$ cat src/rtl/core/xsb_pkg.sv
// Shared types and constants for the xorshift128 bounded random unit.
package xsb_pkg;

	localparam int unsigned WordW = 32;
	localparam int unsigned CntW  = $clog2(WordW);

	localparam logic [WordW-1:0] SeedA = 32'd123456789;
	localparam logic [WordW-1:0] SeedB = 32'd362436069;
	localparam logic [WordW-1:0] SeedC = 32'd521288629;
	localparam logic [WordW-1:0] SeedD = 32'd88675123;

	localparam int unsigned ShA = 11;
	localparam int unsigned ShD = 19;
	localparam int unsigned ShT = 8;

	typedef enum logic [1:0] {
		ST_IDLE,
		ST_DIV,
		ST_HOLD
	} xsb_state_t;

	typedef struct packed {
		logic busy;
		logic done;
	} div_stat_t;

endpackage

$ cat src/rtl/core/xsb_gen.sv
// xorshift128 state words and one-step update.
module xsb_gen
	import xsb_pkg::*;
(
	input  logic             clk,
	input  logic             arst_n,
	input  logic             adv,
	output logic [WordW-1:0] nxt_word
);

	logic [WordW-1:0] a_q, b_q, c_q, d_q;
	logic [WordW-1:0] t;

	assign t        = a_q ^ (a_q << ShA);
	assign nxt_word = (d_q ^ (d_q >> ShD)) ^ (t ^ (t >> ShT));

	always_ff @(posedge clk or negedge arst_n) begin
		if (!arst_n) begin
			a_q <= SeedA;
			b_q <= SeedB;
			c_q <= SeedC;
			d_q <= SeedD;
		end else if (adv) begin
			a_q <= b_q;
			b_q <= c_q;
			c_q <= d_q;
			d_q <= nxt_word;
		end
	end

endmodule

$ cat src/rtl/core/xsb_div.sv
// Bit-serial restoring remainder unit, one dividend bit per cycle.
module xsb_div
	import xsb_pkg::*;
(
	input  logic             clk,
	input  logic             arst_n,
	input  logic             start,
	input  logic [WordW-1:0] dividend,
	input  logic [WordW-1:0] divisor,
	output div_stat_t        stat,
	output logic [WordW-1:0] rem
);

	logic [WordW-1:0] dvd_q;
	logic [WordW-1:0] dvs_q;
	logic [WordW-1:0] rem_q;
	logic [CntW-1:0]  cnt_q;
	logic             busy_q;
	logic             done_q;
	logic [WordW:0]   trial;
	logic [WordW:0]   diff;

	assign trial = {rem_q, dvd_q[WordW-1]};
	assign diff  = trial - {1'b0, dvs_q};

	always_ff @(posedge clk or negedge arst_n) begin
		if (!arst_n) begin
			busy_q <= 1'b0;
			done_q <= 1'b0;
			cnt_q  <= '0;
		end else begin
			done_q <= 1'b0;
			if (start) begin
				busy_q <= 1'b1;
				cnt_q  <= '0;
			end else if (busy_q) begin
				cnt_q <= cnt_q + 1'b1;
				if (cnt_q == CntW'(WordW - 1)) begin
					busy_q <= 1'b0;
					done_q <= 1'b1;
				end
			end
		end
	end

	always_ff @(posedge clk) begin
		if (start) begin
			dvd_q <= dividend;
			dvs_q <= divisor;
			rem_q <= '0;
		end else if (busy_q) begin
			dvd_q <= dvd_q << 1;
			rem_q <= diff[WordW] ? trial[WordW-1:0] : diff[WordW-1:0];
		end
	end

	assign stat.busy = busy_q;
	assign stat.done = done_q;
	assign rem       = rem_q;

endmodule

$ cat src/rtl/core/xorshift128_bounded_random_unit.sv
// Top level of the xorshift128 bounded random unit.
// Each request advances the xorshift128 state once and returns the new word, raw
// (tuser 0) or reduced modulo the bound in tdata (tuser 1). A zero bound
// on a modulo request returns 0 with the error flag set. Raw and zero-bound
// requests are registered at acceptance; a modulo request waits for the
// bit-serial remainder unit, which retires one dividend bit per cycle. The next
// request is taken as soon as the result has moved to the output register.
module xorshift128_bounded_random_unit
	import xsb_pkg::*;
(
	input  logic             clk,
	input  logic             arst_n,
	input  logic             s_tvalid,
	output logic             s_tready,
	input  logic [WordW-1:0] s_tdata,  // [31:0] bound
	input  logic             s_tuser,  // [0] func
	output logic             m_tvalid,
	input  logic             m_tready,
	output logic [WordW-1:0] m_tdata,  // [31:0] value
	output logic             m_tuser   // [0] bad_bound
);

	xsb_state_t       state_q, state_nxt;
	logic             accept;
	logic             zero_bnd;
	logic             div_start;
	logic             load_out;
	logic [WordW-1:0] word;
	logic [WordW-1:0] rem;
	div_stat_t        stat;
	logic [WordW-1:0] res_q;
	logic             rbad_q;
	logic [WordW-1:0] val_q;
	logic             bad_q;
	logic             ovalid_q;

	assign zero_bnd = (s_tdata == '0);
	assign accept   = s_tvalid && s_tready;

	xsb_gen u_gen (
		.clk      (clk),
		.arst_n   (arst_n),
		.adv      (accept),
		.nxt_word (word)
	);

	xsb_div u_div (
		.clk      (clk),
		.arst_n   (arst_n),
		.start    (div_start),
		.dividend (word),
		.divisor  (s_tdata),
		.stat     (stat),
		.rem      (rem)
	);

	always_comb begin
		state_nxt = state_q;
		case (state_q)
			ST_IDLE: begin
				if (s_tvalid) begin
					state_nxt = (s_tuser && !zero_bnd) ? ST_DIV : ST_HOLD;
				end
			end
			ST_DIV: begin
				if (stat.done) begin
					state_nxt = ST_HOLD;
				end
			end
			ST_HOLD: begin
				if (!ovalid_q || m_tready) begin
					state_nxt = ST_IDLE;
				end
			end
			default: state_nxt = ST_IDLE;
		endcase
	end

	always_comb begin
		s_tready  = (state_q == ST_IDLE);
		div_start = (state_q == ST_IDLE) && s_tvalid && s_tuser && !zero_bnd;
		load_out  = (state_q == ST_HOLD) && (!ovalid_q || m_tready);
	end

	always_ff @(posedge clk or negedge arst_n) begin
		if (!arst_n) begin
			state_q  <= ST_IDLE;
			ovalid_q <= 1'b0;
		end else begin
			state_q <= state_nxt;
			if (load_out) begin
				ovalid_q <= 1'b1;
			end else if (m_tready) begin
				ovalid_q <= 1'b0;
			end
		end
	end

	always_ff @(posedge clk) begin
		if (accept) begin
			res_q  <= s_tuser ? '0 : word;
			rbad_q <= s_tuser && zero_bnd;
		end else if (state_q == ST_DIV && stat.done) begin
			res_q <= rem;
		end
		if (load_out) begin
			val_q <= res_q;
			bad_q <= rbad_q;
		end
	end

	assign m_tvalid = ovalid_q;
	assign m_tdata  = val_q;
	assign m_tuser  = bad_q;

	a_busy_after_req: assert property (@(posedge clk) disable iff (!arst_n)
		accept |=> !s_tready)
		else $error("request accepted while previous one still in progress");

	a_bad_is_zero: assert property (@(posedge clk) disable iff (!arst_n)
		(m_tvalid && m_tuser) |-> (m_tdata == '0))
		else $error("bad bound result carries a nonzero value");

	a_div_in_state: assert property (@(posedge clk) disable iff (!arst_n)
		(stat.busy || stat.done) |-> (state_q == ST_DIV))
		else $error("remainder unit active outside its state");

	a_start_to_busy: assert property (@(posedge clk) disable iff (!arst_n)
		div_start |=> (stat.busy && state_q == ST_DIV))
		else $error("remainder unit did not start");

endmodule

$ cat config.mk
export PLATFORM = sky130hd
export DESIGN_NAME = xorshift128_bounded_random_unit
export DESIGN_NICKNAME = d
export VERILOG_FILES = /design/src/rtl/core/xsb_pkg.sv /design/src/rtl/core/xsb_gen.sv /design/src/rtl/core/xsb_div.sv /design/src/rtl/core/xorshift128_bounded_random_unit.sv
export SDC_FILE = /design/constraint.sdc
export NUM_CORES = 1
export LEC_CHECK = 0
export BUFFER_PORTS_ARGS = -buffer_cell sky130_fd_sc_hd__buf_2
export CAP_MARGIN = 20
export CORE_MARGIN = 10
export CORE_UTILIZATION = 60
export DETAILED_ROUTE_END_ITERATION = 12
export PLACE_DENSITY = 0.79
export SKIP_CTS_REPAIR_TIMING = 1
export SYNTH_ARGS = -nofsm -noshare
export SYNTH_HDL_FRONTEND = slang
export SYNTH_SLANG_ARGS = --single-unit
$ cat constraint.sdc
create_clock -name clk -period 3.71 [get_ports clk]
set_input_delay 0.5565 -clock clk [delete_from_list [all_inputs] [get_ports clk]]
set_output_delay 0.5565 -clock clk [all_outputs]
set_load 0.05 [all_outputs]
* Yosys cells after proc, flatten, opt, wreduce, memory -nomap -nowiden
Cells that the tools add are included.
W data, S select, Z words.
** Cells by class
- $add $sub $neg :: 2
- $mul :: 0
- Divide/modulo/power cells :: 0
- $lt $le $gt $ge :: 0
- Eq/ne operators :: 6
- Shift-type cells :: 0
- Mux-type cells :: 21
- Bitwise gates (word level) :: 4
- Reductions and logical operators :: 16
** Operators by type and width (number)
- $mux W32 :: 6
- $xor A32 B32 Y32 :: 2
- $sub A33 B32 Y33 :: 1
- $logic_not A32 Y1 :: 1
- $xor A32 B13 Y32 :: 1
- $xor A32 B24 Y32 :: 1
- $mux W5 :: 2
- $mux W1 :: 8
- $mux W2 :: 4
- $logic_and A1 B1 Y1 :: 7
- $pmux W2 S3 :: 1
- $reduce_bool A2 Y1 :: 3
- $add A5 B1 Y5 const B :: 1
- $eq A5 B5 Y1 const B :: 1
- $ne A2 B1 Y1 const B :: 2
- $reduce_and A3 Y1 :: 1
- $eq A2 B1 Y1 const B :: 1
- $eq A2 B2 Y1 const B :: 1
- $logic_not A1 Y1 :: 2
- $logic_not A2 Y1 :: 1
- $ne A2 B2 Y1 const B :: 1
- $logic_or A1 B1 Y1 :: 1
** Word-level totals
- Register bits after elaboration :: 300
- Bits in latches :: 0
- RAM bits :: 0
- ROM bits :: 0
- Input bits :: 37
- Output and inout bits :: 35
- Word-level logic and storage cells :: 65
- Memories :: 0

* Logic depth before layout (Yosys ltp)
Gate-level depths: netlist of the first run.
- Depth in word-level cells :: 6
- Depth in mapped cells :: 14
- Mapped depth without buffers :: 11

* Hierarchy
A second synthesis of the first run with hierarchy kept.
** Second synthesis, totals
- Cells, all modules :: 1173
- Area, all modules :: 14383.8 µm²
** By module, submodules not included
- xsb_div :: instances 1, cells each 574, area each 5969.5 µm², seq. area each 2737.6 µm²
- xsb_gen :: instances 1, cells each 395, area each 5703.0 µm², seq. area each 3279.4 µm²
- xorshift128_bounded_random_unit :: instances 1, cells each 204, area each 2711.4 µm², seq. area each 2057.0 µm²

* Worst setup path after synthesis of the first run
No wires, ideal clock.
- Path type :: flip-flop to flip-flop
- Start :: reg state_q[0]
- End :: reg u_div.dvd_q[0], enable pin
- Library setup time :: 0.389 ns
- Arrival time :: 2.876 ns
- Data required time :: 3.321 ns
- Path slack :: 0.445 ns
- Stages on the path, launching flop included :: 7
- Path buffers :: 2
- Period minus slack after synthesis :: 3.265 ns
- Cell sequence :: dfrtp_1 > nor2_1 > nand2_1 > or2_2 > clkbuf_1 > clkbuf_1 > nand2_1
** On the way
- Word-level cells in the longest chain between the ends :: 5
** RTL lines
- start, declared :: line xorshift128_bounded_random_unit.sv:23 : xsb_state_t state_q, state_nxt;
- start signal, assigned :: line xorshift128_bounded_random_unit.sv:90 : state_q <= state_nxt;
- $logic_not A2 Y1
- named net s_tready :: line xorshift128_bounded_random_unit.sv:14 : output logic s_tready,
- $logic_and A1 B1 Y1 (3 in series) :: line xorshift128_bounded_random_unit.sv:81 : div_start = (state_q == ST_IDLE) && s_tvalid && s_tuser && !zero_bnd;
- $reduce_bool A2 Y1 (no source line)
- end signal, assigned :: line xsb_div.sv:48 : dvd_q <= dividend;
- end signal, assigned :: line xsb_div.sv:52 : dvd_q <= dvd_q << 1;
- end, declared :: line xsb_div.sv:14 : logic [WordW-1:0] dvd_q;
The timed path passes the listed nets, and every way through them passes these cells.
A chain may end at the register's enable or synchronous reset.

* Worst setup path in the final report of the first run
- Start :: reg u_div.dvd_q[31]
- End :: reg u_div.rem_q[5], in the netlist u_div.rem[5]
** On the way
- Word-level cells in the longest chain between the ends :: 2
** RTL lines
- $sub A33 B32 Y33 :: line xsb_div.sv:24 : assign diff = trial - {1'b0, dvs_q};
- $mux W32 :: line xsb_div.sv:53 : rem_q <= diff[WordW] ? trial[WordW-1:0] : diff[WordW-1:0];
- end signal, assigned :: line xsb_div.sv:53
- end, declared :: line xsb_div.sv:16 : logic [WordW-1:0] rem_q;
No other way between the ends.

==> tab_implementation.tex, run 1 <==
\begin{tabular}{lr}
\hline
Metric & Value \\
\hline
\multicolumn{2}{l}{\textbf{Placed design}} \\
Final HPWL from detailed placement & 21,800 um \\
Port-buffer cells & 71 \\
Placer's final routability congestion estimate & 0.962 \\
Area post-placement & 14,800 um\^{}2 \\
Post-Place Worst Slack & 0.315 ns \\
Inst Count DP & 1,763 \\
\multicolumn{2}{l}{\textbf{Logic synthesis}} \\
Post-synthesis sequential element count & 300 \\
Dominant cells by area after synthesis & sky130\_fd\_sc\_hd\_\_edfxtp\_1 (28\%), sky130\_fd\_sc\_hd\_\_dfrtp\_1 (14\%), sky130\_fd\_sc\_hd\_\_nand2\_1 (12\%) \\
Flip-flop cell with the highest count after synthesis & sky130\_fd\_sc\_hd\_\_edfxtp\_1 \\
Share of flip-flops with an asynchronous set or reset after synthesis & 46.0\% \\
Number of synthesized flops with an enable pin & 130 \\
Syn Inst Count & 1,424 \\
Nets in the synthesized netlist & 1,496 \\
Netlist area before placement & 14,100 um\^{}2 \\
Post-synth top area cell & sky130\_fd\_sc\_hd\_\_edfxtp\_1 \\
Sequential cell area fraction in the yosys report & 57.1\% \\
Number of unique standard cell types used by synthesis & 67 \\
Fraction of synthesized cell area taken by the top area cell type & 27.6\% \\
Syn\_area\_per\_cell & 9.93 um\^{}2 \\
Yosys warning total & 0 \\
\multicolumn{2}{l}{\textbf{Route}} \\
1st-iter DRT viols & 1,023 \\
Number of iterations in the first detailed-routing pass & 5 \\
Detailed-route vias per instance & 5.61 \\
Count of nets left with antenna violations after detail routing & 0 \\
Average detailed-routed wire length per instance & 17.5 um \\
Total routed wirelength & 31,800 um \\
Number of remaining DRC errors & 0 \\
Via Count & 10,200 \\
\multicolumn{2}{l}{\textbf{Critical path}} \\
Cell family with the largest share of critical-path delay & compound AO/OA/AOI/OAI gates \\
Worst path arrival time & 3.87 ns \\
Critical path endpoint category & flip-flop \\
Worst path buffer plus inverter count & 2 \\
Cell Chain, Critical Path & inv\_1 > ha\_1 > fa\_1 > nand2b\_1 > a21oi\_1 > o21ai\_0 > a211oi\_2 > nor4\_2 > or3\_1 > buf\_12 > mux2i\_1 > a21oi\_1 \\
Critical Path Source Type & flip-flop \\
Maximum cell stage delay along the critical path & 0.56 ns \\
Required time of the critical path & 4.12 ns \\
Most repeated library cell on the critical path & sky130\_fd\_sc\_hd\_\_a21oi\_1 \\
Classification of the worst setup path & flip-flop to flip-flop \\
Largest driver fanout on the critical path & 31 \\
Cell with the biggest individual delay on the critical path & sky130\_fd\_sc\_hd\_\_o21ai\_0 \\
\multicolumn{2}{l}{\textbf{CTS}} \\
Clock root cell & sky130\_fd\_sc\_hd\_\_clkbuf\_16 \\
Clock latency on the worst-skew pair & 0.55 ns \\
CTS buffer count & 29 \\
Sinks on the clock net & 300 \\
TritonCTS clock tree & built \\
CTS max path bufs & 3 \\
CTS H-Tree Depth & 1 \\
Clock-pin slew on the worst setup and hold paths & 0.06 ns \\
\multicolumn{2}{l}{\textbf{STA}} \\
Number of hold-slack violations in the final timing report & 0 \\
Setup repair after global routing missed its margin & no \\
Final Max Tran Viols & 0 \\
Post-layout min period & 3.46 ns \\
Skew final & 0.0105 ns \\
Final number of setup-violating endpoints & 0 \\
Setup WS post-layout & 0.247 ns \\
Slew at the pin closest to its max-slew limit & 1.05 ns \\
Fin crit share & 93.4\% \\
Remaining max-slew budget at the tightest pin & 29.7\% \\
Sum Neg Setup Slack & 0 ns \\
Max Freq & 289 MHz \\
\multicolumn{2}{l}{\textbf{Layout}} \\
Relative area change from synthesis to final layout & 12.4\% \\
Final cell count without fillers & 1,816 \\
Post-layout nets & 1,547 \\
Post-route design area & 15,900 um\^{}2 \\
Fraction of final layout cells sized beyond drive strength 1 & 14.5\% \\
Most common cell after layout, fill and taps aside & sky130\_fd\_sc\_hd\_\_nand2\_1 \\
Highest-count cells in the layout ignoring fill and taps & sky130\_fd\_sc\_hd\_\_nand2\_1 (454), sky130\_fd\_sc\_hd\_\_edfxtp\_1 (130), sky130\_fd\_sc\_hd\_\_o21ai\_0 (116), sky130\_fd\_sc\_hd\_\_xnor2\_1 (93), sky130\_fd\_sc\_hd\_\_dfrtp\_1 (76) \\
Number of filler cells placed in the layout & 1,749 \\
Diode insertion count for antenna repair & 0 \\
\multicolumn{2}{l}{\textbf{Floorplan}} \\
Chip width & 174 um \\
Vertical extent of the die & 174 um \\
Area of the core & 23,300 um\^{}2 \\
Total Die Area & 30,100 um\^{}2 \\
I/O pin count & 72 \\
Initial Utilization & 60.6\% \\
Row count & 56 \\
\multicolumn{2}{l}{\textbf{Hold path}} \\
Path class of the lowest-slack min-delay path & input port to async pin \\
\multicolumn{2}{l}{\textbf{Power and ir drop}} \\
Combinational Power Share & 39.1\% \\
Switching fraction of total power & 37.6\% \\
Power consumption & 14.0 mW \\
Standby leakage power & 7.09 nW \\
Peak VDD IR & 0.529 mV \\
Design internal power & 8.70 mW \\
Power Density & 878 nW/um\^{}2 \\
Part of the power in the clock network & 23.5\% \\
Reg power frac & 37.4\% \\
Net switching component of the power & 5.25 mW \\
\multicolumn{2}{l}{\textbf{Global route}} \\
Largest net degree at the start of global routing & 126 \\
GRT Residual Overflow & 0 \\
Overall routing resource usage & 20.8\% \\
Vias in the first global route & 9,873 \\
Global-route wire length before repair & 51,600 um \\
Number of antenna violations at the first check in global routing & 0 \\
\multicolumn{2}{l}{\textbf{Run}} \\
Max-Cap Viols & 0 \\
\multicolumn{2}{l}{\textbf{Run status}} \\
Result of the run & complete, no violations \\
\hline
\end{tabular}
==> worst register-to-register path, stage by stage (launching register included) <==
cell,delay [ns]
sky130_fd_sc_hd__edfxtp_1,0.36
sky130_fd_sc_hd__inv_1,0.09
sky130_fd_sc_hd__ha_1,0.18
sky130_fd_sc_hd__fa_1,0.22
sky130_fd_sc_hd__nand2b_1,0.14
sky130_fd_sc_hd__a21oi_1,0.08
sky130_fd_sc_hd__o21ai_0,0.56
sky130_fd_sc_hd__a211oi_2,0.19
sky130_fd_sc_hd__nor4_2,0.40
sky130_fd_sc_hd__or3_1,0.40
sky130_fd_sc_hd__buf_12,0.28
sky130_fd_sc_hd__mux2i_1,0.30
sky130_fd_sc_hd__a21oi_1,0.12
==> state kept, by name, summed over array words and instances (netlist names), 2 cells and up <==
signal       flops
u_div.rem       32
u_gen.a_q       32
u_gen.d_q       32
u_gen.c_q       32
res_q           32
u_div.dvd_q     32
u_div.cnt_q      5
u_div.dvs_q     32
state_q          2
u_gen.b_q       32
m_tdata         32
==> layer usage <==
metal	share of wire [%]	global-route usage, %
met5	0	0
met4	3.3	6.90
met3	6.8	3.57
met2	46	32.8
met1	44	28.5
==> power groups by stage <==
stage               logic (mW)  registers, mW  clock network [mW]
floorplan                 3.99           5.30                   0
global placement          5.22           5.23                   0
detailed placement        5.36           5.26                   0
CTS                       5.43           5.21                3.30
global route              6.04           5.31                3.45
finish                    5.46           5.22                3.28
==> final timing paths <==
path / from / endpoint / slack (ns) / depth (start not counted)
hold / removal: arst_n / u_gen.b_q[25]$_DFFE_PN0P_ / 0.06 / 1
hold reg to reg: res_q[30]$_DFFE_PP_ / m_tdata[30]$_DFFE_PP_ / 0.42 / 0
setup reg to reg: u_div.dvd_q[31]$_DFFE_PP_ / u_div.rem[5]$_SDFFE_PP0P_ / 0.25 / 12
max in group asynchronous: arst_n / u_gen.a_q[24]$_DFFE_PN1P_ / 2.80 / 2
setup / recovery: u_div.dvd_q[31]$_DFFE_PP_ / u_div.rem[5]$_SDFFE_PP0P_ / 0.25 / 12
min in group clk: s_tdata[9] / u_div.dvs_q[9]$_DFFE_PP_ / 0.19 / 1
==> through the flow <==
stage,hold WS (ns),utilization (%)
floorplan,0.261,-
detailed placement,0.405,63.6
CTS,0.136,68.2
global route,0.151,68.2
global placement,0.404,63.6
finish,0.0612,68.2
==> cell families after synthesis <==
kind of cell	share of synthesized area, %
buffers and inverters	3.31
DFF	57.1
muxes	1.80
and+or+nand+nor	16.9
AOI/OAI and AO/OA	10.1
adders and majority gates	3.15
xor gates and xnor gates	7.62
==> area by class of cell <==
class	instances	area (um^2)	share of cell area (%)
clock buffer	32	778	4.89
inverter	47	178	1.12
clock inverter	21	295	1.86
timing repair buffer	89	559	3.52
tap	319	399	2.51
sequential	300	8080	50.8
multi-input combinational	1008	5620	35.3
==> synthesized netlist by cell type, types with 15 or more instances <==
library cell	n
sky130_fd_sc_hd__edfxtp_1	130
sky130_fd_sc_hd__o21ai_0	116
sky130_fd_sc_hd__ha_1	34
sky130_fd_sc_hd__xnor2_1	93
sky130_fd_sc_hd__a21oi_1	59
sky130_fd_sc_hd__dfxtp_1	32
sky130_fd_sc_hd__nand2_1	455
sky130_fd_sc_hd__mux2i_1	24
sky130_fd_sc_hd__xor2_1	30
sky130_fd_sc_hd__dfstp_2	61
sky130_fd_sc_hd__a21o_1	15
sky130_fd_sc_hd__nor2_1	36
sky130_fd_sc_hd__inv_1	47
sky130_fd_sc_hd__dfrtp_1	77
sky130_fd_sc_hd__clkbuf_1	50
sky130_fd_sc_hd__nand3_1	16
Power figures use the tool's default switching activity.
==> inputs of run 2 (changes only) <==
Settings changed: ABC_AREA set to 1.
==> run 2 against run 1 <==
  * Non-clock buffer count down 9
  * Sequential cell count did not move
  * Area after synthesis increased by 5.4%
  * Cell area increased by 4.1%
==> tab_implementation.tex, run 2 <==
\begin{tabular}{lr}
\hline
Metric & Value \\
\hline
\multicolumn{2}{l}{\textbf{Run status}} \\
Result of the run & complete, no violations \\
\multicolumn{2}{l}{\textbf{CTS}} \\
Sinks on the clock net & 300 \\
Clock root cell & sky130\_fd\_sc\_hd\_\_clkbuf\_16 \\
TritonCTS clock tree & built \\
Clock-pin slew on the worst setup and hold paths & 0.06 ns \\
CTS max path bufs & 3 \\
CTS H-Tree Depth & 1 \\
Clock latency on the worst-skew pair & 0.57 ns \\
CTS buffer count & 30 \\
\multicolumn{2}{l}{\textbf{Logic synthesis}} \\
Commonest cells post-synth & sky130\_fd\_sc\_hd\_\_nand2\_1 (540), sky130\_fd\_sc\_hd\_\_inv\_1 (280), sky130\_fd\_sc\_hd\_\_o21ai\_0 (170) \\
Post-synth top area cell & sky130\_fd\_sc\_hd\_\_edfxtp\_1 \\
Yosys warning total & 0 \\
Fraction of synthesized cell area taken by the top area cell type & 26.2\% \\
Sequential cell area fraction in the yosys report & 54.2\% \\
Post-synthesis sequential element count & 300 \\
Dominant cells by area after synthesis & sky130\_fd\_sc\_hd\_\_edfxtp\_1 (26\%), sky130\_fd\_sc\_hd\_\_nand2\_1 (14\%), sky130\_fd\_sc\_hd\_\_dfrtp\_1 (13\%) \\
Share of flip-flops with an asynchronous set or reset after synthesis & 46.0\% \\
Syn Inst Count & 1,737 \\
Flip-flop cell with the highest count after synthesis & sky130\_fd\_sc\_hd\_\_edfxtp\_1 \\
Nets in the synthesized netlist & 1,809 \\
Syn\_area\_per\_cell & 8.58 um\^{}2 \\
Netlist area before placement & 14,900 um\^{}2 \\
Number of synthesized flops with an enable pin & 130 \\
Most frequent cell after synthesis & sky130\_fd\_sc\_hd\_\_nand2\_1 \\
Number of unique standard cell types used by synthesis & 41 \\
\multicolumn{2}{l}{\textbf{Route}} \\
Total routed wirelength & 35,200 um \\
Number of remaining DRC errors & 0 \\
Count of nets left with antenna violations after detail routing & 0 \\
Via Count & 11,400 \\
Number of iterations in the first detailed-routing pass & 5 \\
Average detailed-routed wire length per instance & 16.4 um \\
1st-iter DRT viols & 1,032 \\
Detailed-route vias per instance & 5.29 \\
\multicolumn{2}{l}{\textbf{Layout}} \\
Number of filler cells placed in the layout & 1,965 \\
Highest-count cells in the layout ignoring fill and taps & sky130\_fd\_sc\_hd\_\_nand2\_1 (539), sky130\_fd\_sc\_hd\_\_inv\_1 (280), sky130\_fd\_sc\_hd\_\_o21ai\_0 (170), sky130\_fd\_sc\_hd\_\_edfxtp\_1 (130), sky130\_fd\_sc\_hd\_\_dfrtp\_1 (77) \\
Diode insertion count for antenna repair & 0 \\
Flip-flop and latch area & 8070 um\^{}2 \\
Post-layout nets & 1,869 \\
Fraction of final layout cells sized beyond drive strength 1 & 13.0\% \\
Total area of multi-input combinational cells & 5540 um\^{}2 \\
Post-route design area & 16,600 um\^{}2 \\
Final cell count without fillers & 2,145 \\
Relative area change from synthesis to final layout & 11.1\% \\
Most common cell after layout, fill and taps aside & sky130\_fd\_sc\_hd\_\_nand2\_1 \\
\multicolumn{2}{l}{\textbf{Power and ir drop}} \\
Peak VDD IR & 1.04 mV \\
Standby leakage power & 7.92 nW \\
Power Density & 1000 nW/um\^{}2 \\
\multicolumn{2}{l}{\textbf{Floorplan}} \\
Area of the core & 24,400 um\^{}2 \\
I/O pin count & 72 \\
Chip width & 178 um \\
Initial Utilization & 61.1\% \\
Row count & 57 \\
Vertical extent of the die & 178 um \\
Total Die Area & 31,600 um\^{}2 \\
\multicolumn{2}{l}{\textbf{Placed design}} \\
Final HPWL from detailed placement & 25,400 um \\
Area post-placement & 15,500 um\^{}2 \\
Inst Count DP & 2,089 \\
Port-buffer cells & 71 \\
Placer's final routability congestion estimate & 0.956 \\
\multicolumn{2}{l}{\textbf{STA}} \\
Fin crit share & 73.1\% \\
Final number of setup-violating endpoints & 0 \\
Final Max Tran Viols & 0 \\
Setup repair after global routing missed its margin & no \\
Remaining max-slew budget at the tightest pin & 33.2\% \\
Slew at the pin closest to its max-slew limit & 0.999 ns \\
Sum Neg Setup Slack & 0 ns \\
Max Freq & 368 MHz \\
Skew final & 0.0153 ns \\
Number of hold-slack violations in the final timing report & 0 \\
Post-layout min period & 2.71 ns \\
\multicolumn{2}{l}{\textbf{Critical path}} \\
Worst path arrival time & 3.16 ns \\
Largest driver fanout on the critical path & 32 \\
Critical Path Source Type & flip-flop \\
Critical path endpoint category & flip-flop \\
Required time of the critical path & 4.16 ns \\
Classification of the worst setup path & flip-flop to flip-flop \\
\multicolumn{2}{l}{\textbf{Global route}} \\
GRT Residual Overflow & 0 \\
Vias in the first global route & 11,000 \\
Number of antenna violations at the first check in global routing & 0 \\
Global-route wire length before repair & 56,900 um \\
Overall routing resource usage & 22.4\% \\
Largest net degree at the start of global routing & 153 \\
\multicolumn{2}{l}{\textbf{Hold path}} \\
Path class of the lowest-slack min-delay path & input port to async pin \\
\multicolumn{2}{l}{\textbf{Run}} \\
Max-Cap Viols & 0 \\
\hline
\end{tabular}
## run 2: cell families after synthesis
group / Yosys count / share of synthesized area [%]
flops: 300 / 54.2
buf+inv: 337 / 8.81
simple gates: 743 / 20.7
xor+xnor: 85 / 4.99
compound gates: 237 / 8.36
fa+ha+maj: 35 / 2.99
## run 2: worst paths after layout
check | cells after the start | startpoint | endpoint | slack, ns
max reg2reg | 17 | u_div.dvd_q[31]$_DFFE_PP_ | u_div.rem[4]$_SDFFE_PP0P_ | 1.0
min in group clk | 1 | s_tdata[23] | u_div.dvs_q[23]$_DFFE_PP_ | 0.18
min reg2reg | 0 | res_q[2]$_DFFE_PP_ | m_tdata[2]$_DFFE_PP_ | 0.42
max in group asynchronous | 2 | arst_n | u_gen.d_q[1]$_DFFE_PN1P_ | 2.83
max | 17 | u_div.dvd_q[31]$_DFFE_PP_ | u_div.rem[4]$_SDFFE_PP0P_ | 1.0
min | 1 | arst_n | u_gen.b_q[25]$_DFFE_PN0P_ | 0.07
## run 2: layout make-up
type                       instances  area share, %
clock inverter                    14          0.998
tap                              324           2.45
inverter                         285           6.48
clock buffer                      42           5.13
sequential                       300           48.8
multi-input combinational       1100           33.4
timing repair buffer              80           2.74
## run 2: metrics by stage
stage | worst slack (ns) | total power [mW] | utilization (%) | hold WS, ns
4_1_cts | 1.01 | 16.6 | 67.9 | 0.0967
2_1_floorplan | 0.658 | 11.5 | - | 0.261
6_report | 0.996 | 16.6 | 67.9 | 0.0667
3_5_place_dp | 0.784 | 13.4 | 63.7 | 0.405
5_1_grt | 0.778 | 17.8 | 67.9 | 0.125
3_3_place_gp | 0.833 | 13.1 | 63.7 | 0.401
## run 2: critical path, stage by stage (launching register included)
cell                       delay, ns
sky130_fd_sc_hd__edfxtp_1       0.38
sky130_fd_sc_hd__inv_1          0.12
sky130_fd_sc_hd__ha_1           0.23
sky130_fd_sc_hd__fa_1           0.41
sky130_fd_sc_hd__inv_1          0.10
sky130_fd_sc_hd__nand2_1        0.05
sky130_fd_sc_hd__nand2_1        0.11
sky130_fd_sc_hd__nand3_1        0.10
sky130_fd_sc_hd__nand2_2        0.13
sky130_fd_sc_hd__nand2_1        0.07
sky130_fd_sc_hd__nand2_2        0.11
sky130_fd_sc_hd__nand2_4        0.08
sky130_fd_sc_hd__nand2_4        0.08
sky130_fd_sc_hd__nand2_2        0.06
sky130_fd_sc_hd__nand2_4        0.28
sky130_fd_sc_hd__nand2_1        0.12
sky130_fd_sc_hd__nand3_1        0.10
sky130_fd_sc_hd__nand2_1        0.06
## run 2: per-layer routing
layer / vias to the layer above / global-route usage, % / wire length [um]
met5: - / 0 / 0
met4: 0 / 6.11 / 808
met3: 57 / 3.19 / 2240
met2: 344 / 35.3 / 16000
met1: 5336 / 31.8 / 16100
li1: 5618 / - / -
## run 2: report_power, final
part | internal (mW) | total [mW] | switching (mW)
clock network | 1.81 | 3.09 | 1.28
logic | 2.48 | 7.42 | 4.94
registers | 5.23 | 6.06 | 0.823
total | 9.52 | 16.6 | 7.04
